### src/rtl/rtcs_pkg.sv
package rtcs_pkg;

    localparam int TABLE_ENTRIES_DEF = 16;

    localparam int JOB_W      = 16;
    localparam int LEN_W      = 8;
    localparam int PRIO_W     = 8;
    localparam int TIME_W     = 32;
    localparam int DONE_W     = 16;
    localparam int KIND_W     = 3;
    localparam int MODE_W     = 2;
    localparam int CFG_IDX_W  = 1;
    localparam int CFG_DATA_W = 8;
    localparam int IN_DATA_W  = LEN_W + PRIO_W;
    localparam int OUT_DATA_W = JOB_W + 2 * LEN_W + 4 * TIME_W + DONE_W;

    localparam logic CMD_SUBMIT   = 1'b0;
    localparam logic CMD_DISPATCH = 1'b1;

    localparam logic [KIND_W-1:0] KIND_ACCEPT = 3'd0;
    localparam logic [KIND_W-1:0] KIND_REJECT = 3'd1;
    localparam logic [KIND_W-1:0] KIND_SLICE  = 3'd2;
    localparam logic [KIND_W-1:0] KIND_DONE   = 3'd3;
    localparam logic [KIND_W-1:0] KIND_IDLE   = 3'd4;

    localparam logic [MODE_W-1:0] MODE_JOB  = 2'd0;
    localparam logic [MODE_W-1:0] MODE_SRT  = 2'd1;
    localparam logic [MODE_W-1:0] MODE_PRIO = 2'd2;
    localparam logic [MODE_W-1:0] MODE_RR   = 2'd3;

    localparam logic [CFG_IDX_W-1:0] REG_POLICY = 1'd0;
    localparam logic [CFG_IDX_W-1:0] REG_SLICE  = 1'd1;

    localparam logic [CFG_DATA_W-1:0] SLICE_RESET = 8'd1;

    // one row of the ready table
    typedef struct packed {
        logic [JOB_W-1:0]  job;
        logic [LEN_W-1:0]  total;
        logic [LEN_W-1:0]  left;
        logic [PRIO_W-1:0] prio;
        logic [TIME_W-1:0] arrival;
        logic [TIME_W-1:0] order;
    } entry_t;

    typedef struct packed {
        logic   found;
        entry_t entry;
    } pick_t;

    // selection key under the current policy; round robin uses age alone
    function automatic logic [JOB_W-1:0] sel_key(input logic [MODE_W-1:0] mode,
                                                 input entry_t e);
        logic [JOB_W-1:0] k;
        begin
            unique case (mode)
                MODE_JOB:  k = e.job;
                MODE_SRT:  k = JOB_W'(e.left);
                MODE_PRIO: k = JOB_W'(e.prio);
                default:   k = '0;
            endcase
            return k;
        end
    endfunction

endpackage

### src/rtl/rtcs_pick.sv
// Running minimum over the table scan: smaller key wins, equal keys go to the older row.
module rtcs_pick #(
    parameter int IDX_W = 4
) (
    input  logic                          clk,
    input  logic                          rst_n,
    input  logic                          clear,
    input  logic                          load,
    input  rtcs_pkg::entry_t              entry,
    input  logic [IDX_W-1:0]              idx,
    input  logic [rtcs_pkg::MODE_W-1:0]   mode,
    input  logic [rtcs_pkg::TIME_W-1:0]   order_count,
    output rtcs_pkg::pick_t               best,
    output logic [IDX_W-1:0]              best_idx
);

    logic                        found_reg;
    rtcs_pkg::entry_t            entry_reg;
    logic [IDX_W-1:0]            idx_reg;
    logic [rtcs_pkg::JOB_W-1:0]  key_reg;
    logic [rtcs_pkg::TIME_W-1:0] age_reg;

    logic [rtcs_pkg::JOB_W-1:0]  key;
    logic [rtcs_pkg::TIME_W-1:0] age;
    logic                        take;

    assign key  = rtcs_pkg::sel_key(mode, entry);
    // age wraps with the order stamp
    assign age  = order_count - entry.order;
    assign take = load && (!found_reg || (key < key_reg) ||
                           ((key == key_reg) && (age > age_reg)));

    always_ff @(posedge clk or negedge rst_n)
    begin
        if (!rst_n)
        begin
            found_reg <= 1'b0;
        end
        else if (clear)
        begin
            found_reg <= 1'b0;
        end
        else if (take)
        begin
            found_reg <= 1'b1;
        end
    end

    always_ff @(posedge clk)
    begin
        if (take)
        begin
            entry_reg <= entry;
            idx_reg   <= idx;
            key_reg   <= key;
            age_reg   <= age;
        end
    end

    assign best.found = found_reg;
    assign best.entry = entry_reg;
    assign best_idx   = idx_reg;

endmodule

### src/rtl/ready_table_cpu_scheduler_core.sv
// Ready table of a CPU scheduler with a virtual clock. A transfer on s_* with tuser 0 submits a
// job (burst and priority in tdata): it takes the lowest free row, gets the next 16-bit job
// number and the current virtual time, and is answered ACCEPT, or REJECT when every row is
// taken. A transfer with tuser 1 dispatches: the whole table is scanned and one job is picked
// (policy 0 lowest job number, 1 least remaining burst, 2 lowest priority value, 3 round robin
// by age), ties going to the oldest row. The job runs its whole remaining burst, or at most
// time_slice units under round robin (0 means no limit), and the clock moves by the run. Each
// command yields exactly one transfer on m_*, the kind in tuser. Rows live in a single-port
// synchronous table memory; valid bits are flops. One command is worked on at a time. A submit
// checks the rows one by one from row 0 until one is free. A dispatch scans the table, reading
// one row per cycle through the memory port, then runs the picked job and, when the job
// finishes, takes two subtract steps for the finish times (turnaround, then waiting).
// A new command is taken while the previous result still waits on m_*. There is no clearing
// pass after reset. Configuration writes are always taken and are meant for idle periods.
module ready_table_cpu_scheduler_core #(
    parameter int TABLE_ENTRIES = rtcs_pkg::TABLE_ENTRIES_DEF
) (
    input  logic                               clk,
    input  logic                               rst_n,
    // command stream
    input  logic                               s_tvalid,
    output logic                               s_tready,
    input  logic [rtcs_pkg::IN_DATA_W-1:0]     s_tdata,   // burst_len, prio_level
    input  logic                               s_tuser,   // cmd
    // result stream
    output logic                               m_tvalid,
    input  logic                               m_tready,
    // job_id, slice_run, left_burst, exit_time, turnaround, waiting, idle_total, done_total
    output logic [rtcs_pkg::OUT_DATA_W-1:0]    m_tdata,
    output logic [rtcs_pkg::KIND_W-1:0]        m_tuser,   // kind
    // configuration writes
    input  logic                               cfg_valid,
    output logic                               cfg_ready,
    input  logic [rtcs_pkg::CFG_IDX_W-1:0]     cfg_index,
    input  logic [rtcs_pkg::CFG_DATA_W-1:0]    cfg_data
);

    localparam int IDX_W = (TABLE_ENTRIES > 1) ? $clog2(TABLE_ENTRIES) : 1;
    localparam int CNT_W = $clog2(TABLE_ENTRIES + 1);
    localparam logic [CNT_W-1:0] CNT_END  = CNT_W'(TABLE_ENTRIES);
    localparam logic [CNT_W-1:0] CNT_LAST = CNT_W'(TABLE_ENTRIES - 1);

    localparam int ST_W = 3;
    localparam logic [ST_W-1:0] S_IDLE = 3'd0;
    localparam logic [ST_W-1:0] S_FREE = 3'd1;   // look for the lowest free row
    localparam logic [ST_W-1:0] S_SCAN = 3'd2;   // read every row, keep the best
    localparam logic [ST_W-1:0] S_EXEC = 3'd3;   // run the picked job
    localparam logic [ST_W-1:0] S_TAT  = 3'd4;
    localparam logic [ST_W-1:0] S_WAIT = 3'd5;
    localparam logic [ST_W-1:0] S_OUT  = 3'd6;

    // ---------------------------------------------------------------- control state
    logic [ST_W-1:0]               state_reg, state_next;
    logic [CNT_W-1:0]              cnt_reg, cnt_next;
    logic                          pv_reg, pv_next;
    logic [IDX_W-1:0]              pidx_reg, pidx_next;
    logic [TABLE_ENTRIES-1:0]      valid_reg, valid_next;
    logic [rtcs_pkg::JOB_W-1:0]    next_job_reg, next_job_next;
    logic [rtcs_pkg::TIME_W-1:0]   order_reg, order_next;
    logic [rtcs_pkg::TIME_W-1:0]   clock_reg, clock_next;
    logic [rtcs_pkg::TIME_W-1:0]   idle_reg, idle_next;
    logic [rtcs_pkg::DONE_W-1:0]   done_reg, done_next;
    logic [rtcs_pkg::MODE_W-1:0]   policy_reg;
    logic [rtcs_pkg::CFG_DATA_W-1:0] slice_reg;
    logic                          m_tvalid_reg;

    // ---------------------------------------------------------------- command and result
    logic                          cmd_reg;
    logic [rtcs_pkg::LEN_W-1:0]    burst_reg;
    logic [rtcs_pkg::PRIO_W-1:0]   prio_reg;
    logic [rtcs_pkg::KIND_W-1:0]   res_kind_reg;
    logic [rtcs_pkg::JOB_W-1:0]    res_job_reg;
    logic [rtcs_pkg::LEN_W-1:0]    res_run_reg;
    logic [rtcs_pkg::LEN_W-1:0]    res_left_reg;
    logic [rtcs_pkg::TIME_W-1:0]   res_exit_reg;
    logic [rtcs_pkg::TIME_W-1:0]   res_tat_reg;
    logic [rtcs_pkg::TIME_W-1:0]   res_wait_reg;
    logic [rtcs_pkg::OUT_DATA_W-1:0] m_tdata_reg;
    logic [rtcs_pkg::KIND_W-1:0]   m_tuser_reg;

    // ---------------------------------------------------------------- table memory
    rtcs_pkg::entry_t              mem [TABLE_ENTRIES];
    rtcs_pkg::entry_t              rd_data_reg;
    rtcs_pkg::entry_t              wr_data;
    logic                          rd_en;
    logic                          wr_en;
    logic [IDX_W-1:0]              wr_addr;

    // ---------------------------------------------------------------- pick unit
    rtcs_pkg::pick_t               best;
    logic [IDX_W-1:0]              best_idx;
    logic                          pick_clear;
    logic                          pick_load;

    // ---------------------------------------------------------------- misc
    logic                          in_xfer;
    logic                          out_free;
    logic [IDX_W-1:0]              cur_idx;
    logic [rtcs_pkg::LEN_W-1:0]    rem;
    logic [rtcs_pkg::LEN_W-1:0]    run;
    logic [rtcs_pkg::LEN_W-1:0]    left;
    logic [rtcs_pkg::TIME_W-1:0]   clock_after;

    assign in_xfer   = s_tvalid && s_tready;
    assign s_tready  = (state_reg == S_IDLE);
    assign out_free  = !m_tvalid_reg || m_tready;
    assign cfg_ready = 1'b1;
    assign cur_idx   = cnt_reg[IDX_W-1:0];

    // run length of the picked job; a zero quantum means no limit
    assign rem = best.entry.left;
    assign run = ((policy_reg == rtcs_pkg::MODE_RR) && (slice_reg != '0) && (slice_reg < rem))
                 ? slice_reg : rem;
    assign left        = rem - run;
    assign clock_after = clock_reg + rtcs_pkg::TIME_W'(run);

    // the scan reads only while no write can happen: one command at a time, so no forwarding
    assign rd_en      = (state_reg == S_SCAN) && (cnt_reg != CNT_END);
    assign pick_clear = in_xfer;
    assign pick_load  = (state_reg == S_SCAN) && pv_reg && valid_reg[pidx_reg];

    always_comb
    begin
        wr_en   = 1'b0;
        wr_addr = cur_idx;
        wr_data = best.entry;
        if ((state_reg == S_FREE) && !valid_reg[cur_idx])
        begin
            wr_en           = 1'b1;
            wr_data.job     = next_job_reg;
            wr_data.total   = burst_reg;
            wr_data.left    = burst_reg;
            wr_data.prio    = prio_reg;
            wr_data.arrival = clock_reg;
            wr_data.order   = order_reg;
        end
        else if ((state_reg == S_EXEC) && best.found && (left != '0))
        begin
            // unfinished: back to the tail with the remaining burst
            wr_en         = 1'b1;
            wr_addr       = best_idx;
            wr_data.left  = left;
            wr_data.order = order_reg;
        end
    end

    always_ff @(posedge clk)
    begin
        if (wr_en)
        begin
            mem[wr_addr] <= wr_data;
        end
    end

    always_ff @(posedge clk)
    begin
        if (rd_en)
        begin
            rd_data_reg <= mem[cur_idx];
        end
    end

    rtcs_pick #(
        .IDX_W (IDX_W)
    ) u_pick (
        .clk         (clk),
        .rst_n       (rst_n),
        .clear       (pick_clear),
        .load        (pick_load),
        .entry       (rd_data_reg),
        .idx         (pidx_reg),
        .mode        (policy_reg),
        .order_count (order_reg),
        .best        (best),
        .best_idx    (best_idx)
    );

    // ---------------------------------------------------------------- sequencer
    always_comb
    begin
        state_next    = state_reg;
        cnt_next      = cnt_reg;
        pv_next       = 1'b0;
        pidx_next     = pidx_reg;
        valid_next    = valid_reg;
        next_job_next = next_job_reg;
        order_next    = order_reg;
        clock_next    = clock_reg;
        idle_next     = idle_reg;
        done_next     = done_reg;
        unique case (state_reg)
            S_IDLE:
            begin
                if (in_xfer)
                begin
                    cnt_next   = '0;
                    state_next = (s_tuser == rtcs_pkg::CMD_DISPATCH) ? S_SCAN : S_FREE;
                end
            end
            S_FREE:
            begin
                if (!valid_reg[cur_idx])
                begin
                    valid_next[cur_idx] = 1'b1;
                    next_job_next       = next_job_reg + 1'b1;
                    order_next          = order_reg + 1'b1;
                    state_next          = S_OUT;
                end
                else if (cnt_reg == CNT_LAST)
                begin
                    state_next = S_OUT;
                end
                else
                begin
                    cnt_next = cnt_reg + 1'b1;
                end
            end
            S_SCAN:
            begin
                if (rd_en)
                begin
                    cnt_next  = cnt_reg + 1'b1;
                    pv_next   = 1'b1;
                    pidx_next = cur_idx;
                end
                else if (!pv_reg)
                begin
                    state_next = S_EXEC;
                end
            end
            S_EXEC:
            begin
                if (!best.found)
                begin
                    idle_next  = idle_reg + 1'b1;
                    state_next = S_OUT;
                end
                else
                begin
                    clock_next = clock_after;
                    if (left == '0)
                    begin
                        valid_next[best_idx] = 1'b0;
                        done_next            = done_reg + 1'b1;
                        state_next           = S_TAT;
                    end
                    else
                    begin
                        order_next = order_reg + 1'b1;
                        state_next = S_OUT;
                    end
                end
            end
            S_TAT:
            begin
                state_next = S_WAIT;
            end
            S_WAIT:
            begin
                state_next = S_OUT;
            end
            S_OUT:
            begin
                if (out_free)
                begin
                    state_next = S_IDLE;
                end
            end
            default:
            begin
                state_next = S_IDLE;
            end
        endcase
    end

    always_ff @(posedge clk or negedge rst_n)
    begin
        if (!rst_n)
        begin
            state_reg    <= S_IDLE;
            cnt_reg      <= '0;
            pv_reg       <= 1'b0;
            pidx_reg     <= '0;
            valid_reg    <= '0;
            next_job_reg <= rtcs_pkg::JOB_W'(1);
            order_reg    <= '0;
            clock_reg    <= '0;
            idle_reg     <= '0;
            done_reg     <= '0;
        end
        else
        begin
            state_reg    <= state_next;
            cnt_reg      <= cnt_next;
            pv_reg       <= pv_next;
            pidx_reg     <= pidx_next;
            valid_reg    <= valid_next;
            next_job_reg <= next_job_next;
            order_reg    <= order_next;
            clock_reg    <= clock_next;
            idle_reg     <= idle_next;
            done_reg     <= done_next;
        end
    end

    // configuration registers
    always_ff @(posedge clk or negedge rst_n)
    begin
        if (!rst_n)
        begin
            policy_reg <= rtcs_pkg::MODE_JOB;
            slice_reg  <= rtcs_pkg::SLICE_RESET;
        end
        else if (cfg_valid && cfg_ready)
        begin
            unique case (cfg_index)
                rtcs_pkg::REG_POLICY: policy_reg <= cfg_data[rtcs_pkg::MODE_W-1:0];
                rtcs_pkg::REG_SLICE:  slice_reg  <= cfg_data;
                default: ;
            endcase
        end
    end

    // ---------------------------------------------------------------- result payload
    always_ff @(posedge clk)
    begin
        unique case (state_reg)
            S_IDLE:
            begin
                if (in_xfer)
                begin
                    cmd_reg      <= s_tuser;
                    burst_reg    <= s_tdata[rtcs_pkg::LEN_W-1:0];
                    prio_reg     <= s_tdata[rtcs_pkg::IN_DATA_W-1:rtcs_pkg::LEN_W];
                    res_kind_reg <= rtcs_pkg::KIND_REJECT;
                    res_job_reg  <= '0;
                    res_run_reg  <= '0;
                    res_left_reg <= '0;
                    res_exit_reg <= '0;
                    res_tat_reg  <= '0;
                    res_wait_reg <= '0;
                end
            end
            S_FREE:
            begin
                if (!valid_reg[cur_idx])
                begin
                    res_kind_reg <= rtcs_pkg::KIND_ACCEPT;
                    res_job_reg  <= next_job_reg;
                end
            end
            S_EXEC:
            begin
                if (!best.found)
                begin
                    res_kind_reg <= rtcs_pkg::KIND_IDLE;
                end
                else
                begin
                    res_job_reg  <= best.entry.job;
                    res_run_reg  <= run;
                    res_left_reg <= left;
                    if (left == '0)
                    begin
                        res_kind_reg <= rtcs_pkg::KIND_DONE;
                        res_exit_reg <= clock_after;
                    end
                    else
                    begin
                        res_kind_reg <= rtcs_pkg::KIND_SLICE;
                    end
                end
            end
            S_TAT:
            begin
                res_tat_reg <= res_exit_reg - best.entry.arrival;
            end
            S_WAIT:
            begin
                res_wait_reg <= res_tat_reg - rtcs_pkg::TIME_W'(best.entry.total);
            end
            default: ;
        endcase
    end

    // output register: loaded from the result once the previous transfer has gone
    always_ff @(posedge clk or negedge rst_n)
    begin
        if (!rst_n)
        begin
            m_tvalid_reg <= 1'b0;
        end
        else if ((state_reg == S_OUT) && out_free)
        begin
            m_tvalid_reg <= 1'b1;
        end
        else if (m_tready)
        begin
            m_tvalid_reg <= 1'b0;
        end
    end

    always_ff @(posedge clk)
    begin
        if ((state_reg == S_OUT) && out_free)
        begin
            m_tuser_reg <= res_kind_reg;
            m_tdata_reg <= {done_reg, idle_reg, res_wait_reg, res_tat_reg, res_exit_reg,
                            res_left_reg, res_run_reg, res_job_reg};
        end
    end

    assign m_tvalid = m_tvalid_reg;
    assign m_tdata  = m_tdata_reg;
    assign m_tuser  = m_tuser_reg;

    // ---------------------------------------------------------------- checks
    // one command in flight: input closes right after a transfer
    a_one_cmd: assert property (@(posedge clk) disable iff (!rst_n)
        (s_tvalid && s_tready) |=> !s_tready)
        else $error("command accepted while another is in flight");

    // a dispatch always starts a fresh scan from row zero
    a_scan_start: assert property (@(posedge clk) disable iff (!rst_n)
        (s_tvalid && s_tready && s_tuser == rtcs_pkg::CMD_DISPATCH)
        |=> (state_reg == S_SCAN && cnt_reg == '0))
        else $error("dispatch did not start a table scan");

    // a finished job leaves nothing of its burst
    a_done_left: assert property (@(posedge clk) disable iff (!rst_n)
        (m_tvalid && m_tuser == rtcs_pkg::KIND_DONE) |-> (m_tdata[31:24] == '0))
        else $error("finished job reports a remaining burst");

    // a submit command yields only a submit result (accept or reject)
    a_submit_kind: assert property (@(posedge clk) disable iff (!rst_n)
        ((state_reg == S_OUT) && out_free && (cmd_reg == rtcs_pkg::CMD_SUBMIT))
        |-> (res_kind_reg == rtcs_pkg::KIND_ACCEPT || res_kind_reg == rtcs_pkg::KIND_REJECT))
        else $error("submit produced a dispatch result");

endmodule

### config.mk
export PLATFORM = sky130hd
export DESIGN_NAME = ready_table_cpu_scheduler_core
export DESIGN_NICKNAME = d
export VERILOG_FILES = /design/src/rtl/rtcs_pkg.sv /design/src/rtl/rtcs_pick.sv /design/src/rtl/ready_table_cpu_scheduler_core.sv
export SDC_FILE = /design/constraint.sdc
export NUM_CORES = 2
export LEC_CHECK = 0
export BUFFER_PORTS_ARGS = -buffer_cell sky130_fd_sc_hd__buf_2
export CORE_MARGIN = 2
export CORE_UTILIZATION = 60
export DETAILED_ROUTE_END_ITERATION = 6
export GPL_TIMING_DRIVEN = 0
export HOLD_SLACK_MARGIN = 0.05
export PLACE_DENSITY_LB_ADDON = 0.25
export SYNTH_ARGS = -nofsm -noshare
export SYNTH_HDL_FRONTEND = slang
export SYNTH_SLANG_ARGS = --single-unit
export TNS_END_PERCENT = 5
### constraint.sdc
create_clock -name clk -period 14.18 [get_ports clk]
set_input_delay 2.836 -clock clk [delete_from_list [all_inputs] [get_ports clk]]
set_output_delay 2.836 -clock clk [all_outputs]
set_load 0.03 [all_outputs]
==> flow_summary.ini <==
[power_and_ir_drop]
powerDensity_nw_per_um2 = 193.4
p_int_mw = 14.83
seq_power_share = 0.430
p_sw_mw = 6.703
netSwitchingFraction = 0.3113
peakVddDrop_uv = 156.1
comb_power_share = 0.276
clkPwrFrac = 0.293
power_mw = 21.53
leakage_nw = 37.89

[clocking]
clk_pin_slew_ns = 0.07
numCtsBuffers = 225
cts_setup_buffers = 0
root_buffer = clkbuf_16
cts_hold_buf = 0
cts_tree = done
clk_path_buf_depth = 3
numClockSinks = 2419
cts_resized = 0
ctsHtreeMaxLevel = 4
insertion_delay_ns = 0.89

[logic_synthesis]
synth_edf_count = 2250
ys_seq_elements = 2419
syn_area_um2 = 96720
synth_fp_nets = 5162
synth.distinct_cells = 78
ys_warn_count = 0
avgSynthCellArea_um2 = 19.43
netlist_instances = 4977
synth_flop_cell = edfxtp_1
ys_seq_area_frac = 0.7423
async_reset_ff_frac = 0.06986

[outcome]
status = complete, but fails checks
violations = design-rule violations, max-capacitance violations, max-slew violations

[sta]
setup_viol = 0
fin_crit_ns = 8.164
fin_ws_ns = 6.016
hold_violations = 0
drv_slew = 11
rsz0062_at_grt = no
skew_ns = 0.06694
tightestPinTransition_ns = 1.547
fin_crit_sh = 0.5757
max_freq_mhz = 122.5
setup-tns-final_ns = 0
hold_ws_ns = 0.4130
max_slew_margin = -0.03129

[place]
dpl_cell_area_um2 = 103600
portBuffers = 211
place_hpwl_mm = 167.7
place_inst = 7487
place.gp.congestion = 0.9377
place_ws_ns = 6.240

[layout]
mostFrequentLayoutCells = edfxtp_1, mux4_2, clkbuf_16
largest_reg_flops = 1664
synthToLayoutAreaGrowth_pct = 15.11
stdcell_area_um2 = 111300
nets = 5741
final_core_util = 0.6942
drive_gt1_frac = 0.2387
final_common_cell = edfxtp_1
final_cells = 7922

[drt]
ant_nets = 0
wl_per_cell_um = 32.97
wirelength_mm = 261.2
drc = 1
num_vias = 52870
firstDrtPassIters = 7
drt-initial-drc-count = 8546
viasPerCell = 6.673

[setup_path]
cp-start-kind = flip-flop
r2r_start = u_pick.best[73]
path_class = reg2reg
reg2reg_depth = 21
cp_max_fo = 17
arrival_ns = 8.72
rr_endpoint = mem[12][68]
end_kind = flip-flop
worstPathRequired_ns = 14.74
ff2ff_setup_slack_ns = 6.02

[run]
max-cap-violations = 2

[global_routing]
grt_usage = 0.3206
grt_max_degree = 110
grt_pass1_wl_mm = 370.8
overflow = 0
grt_pass1_vias = 52380
antenna_found_initial = 18

[hold_path]
min_from = res_run_reg[2]
hold_class = reg2reg
hold_path_end = m_tdata[18]
whs_path_depth = 0

[floorplan]
fp.dieW_um = 405.5
initial_core_util = 0.6031
fp-row-count = 147
die-area_um2 = 164400
num_io_pins = 213
core_um2 = 160400
die_h_um = 405.5
==> worst max path at each step <==
stage,start,to,cells past startpoint
floorplan,order_reg[0],u_pick.age_reg[0],20
global placement,cnt_reg[0],mem[1][64],10
detailed placement,u_pick.best[73],mem[12][68],21
CTS,u_pick.best[73],mem[12][68],21
global route,u_pick.best[73],mem[12][68],21
finish,u_pick.best[73],mem[12][68],21
==> synthesized netlist by cell type (22+ instances only) <==
cell,instances,area share
nand3_1,73,0.0038
nor2b_1,24,0.0016
mux4_2,530,0.12
buf_1,45,0.0017
and3_1,44,0.0028
and2_1,25,0.0016
a21o_1,46,0.0036
a21oi_1,110,0.0057
nor3_1,48,0.0025
mux2i_1,26,0.0027
mux2_2,77,0.0090
edfxtp_1,2250,0.70
nor2_1,125,0.0049
o211ai_1,26,0.0020
clkbuf_1,169,0.0066
ha_1,149,0.019
inv_1,181,0.0070
a22o_1,33,0.0030
nand4_1,49,0.0032
nand2_1,185,0.0072
nand2b_1,22,0.0014
o21ai_0,119,0.0062
dfrtp_1,167,0.043
xnor2_1,118,0.011
xor2_1,62,0.0056
==> logic make-up (layout without fill, tap and decap cells) <==
group | Yosys count | after routing | share of synthesized area
AO/OA/AOI/OAI | 495 | 495 | 0.03366
XOR/XNOR | 180 | 180 | 0.01630
AND/OR/NAND/NOR | 695 | 695 | 0.03674
buffers and inverters | 400 | 1178 | 0.01560
adder cells (fa/ha/maj) | 154 | 154 | 0.02031
multiplexers | 633 | 633 | 0.1351
flip-flops | 2419 | 2419 | 0.7423
other | 1 | 8 | 0.00003877
==> worst max-delay path, stage by stage, from the launching register on <==
cell and delay (ns):
edfxtp_1 0.54, inv_1 0.14, ha_1 0.30, nand2_1 0.05, o21ai_0 0.20, a211oi_1 0.13, o21ai_1 0.68, mux2_2 0.46
ha_1 0.22, fa_1 0.44, nor2b_1 0.14, o21ai_0 0.15, a21o_1 0.23, a211oi_1 0.51, nand4b_1 0.27, o21ai_1 0.77
clkbuf_1 0.64, mux2i_1 0.40, o22ai_4 0.78, buf_12 0.28, buf_16 0.20, buf_12 0.21
==> per-layer routing <==
metal,global-route usage,routed length (µm),vias to the layer above
met5,0,116,-
met4,0.1284,11910,14
met3,0.09106,36170,660
met2,0.4887,120200,3964
met1,0.4435,92780,26920
li1,-,-,21310
==> power by group through the flow <==
| stage | registers, mW | clock network, mW | logic, mW |
|---|---|---|---|
| after floorplan | 9.57 | 0 | 3.58 |
| after detailed placement | 9.38 | 0 | 5.77 |
| after global routing | 9.29 | 6.59 | 6.26 |
| after CTS | 9.25 | 6.35 | 5.90 |
| final | 9.27 | 6.32 | 5.95 |
| after global placement | 9.60 | 0 | 5.45 |
==> layout make-up <==
type / instances / area, µm²
timing repair buffer: 352 / 3885
buffer: 218 / 830.8
clock buffer: 263 / 5886
antenna: 7 / 17.52
sequential: 2419 / 71800
multi-input combinational: 2158 / 23680
inverter: 182 / 688.2
tap: 2160 / 2703
clock inverter: 163 / 1849
fill: 9500 / 49050
Power figures use the tool's default switching activity.
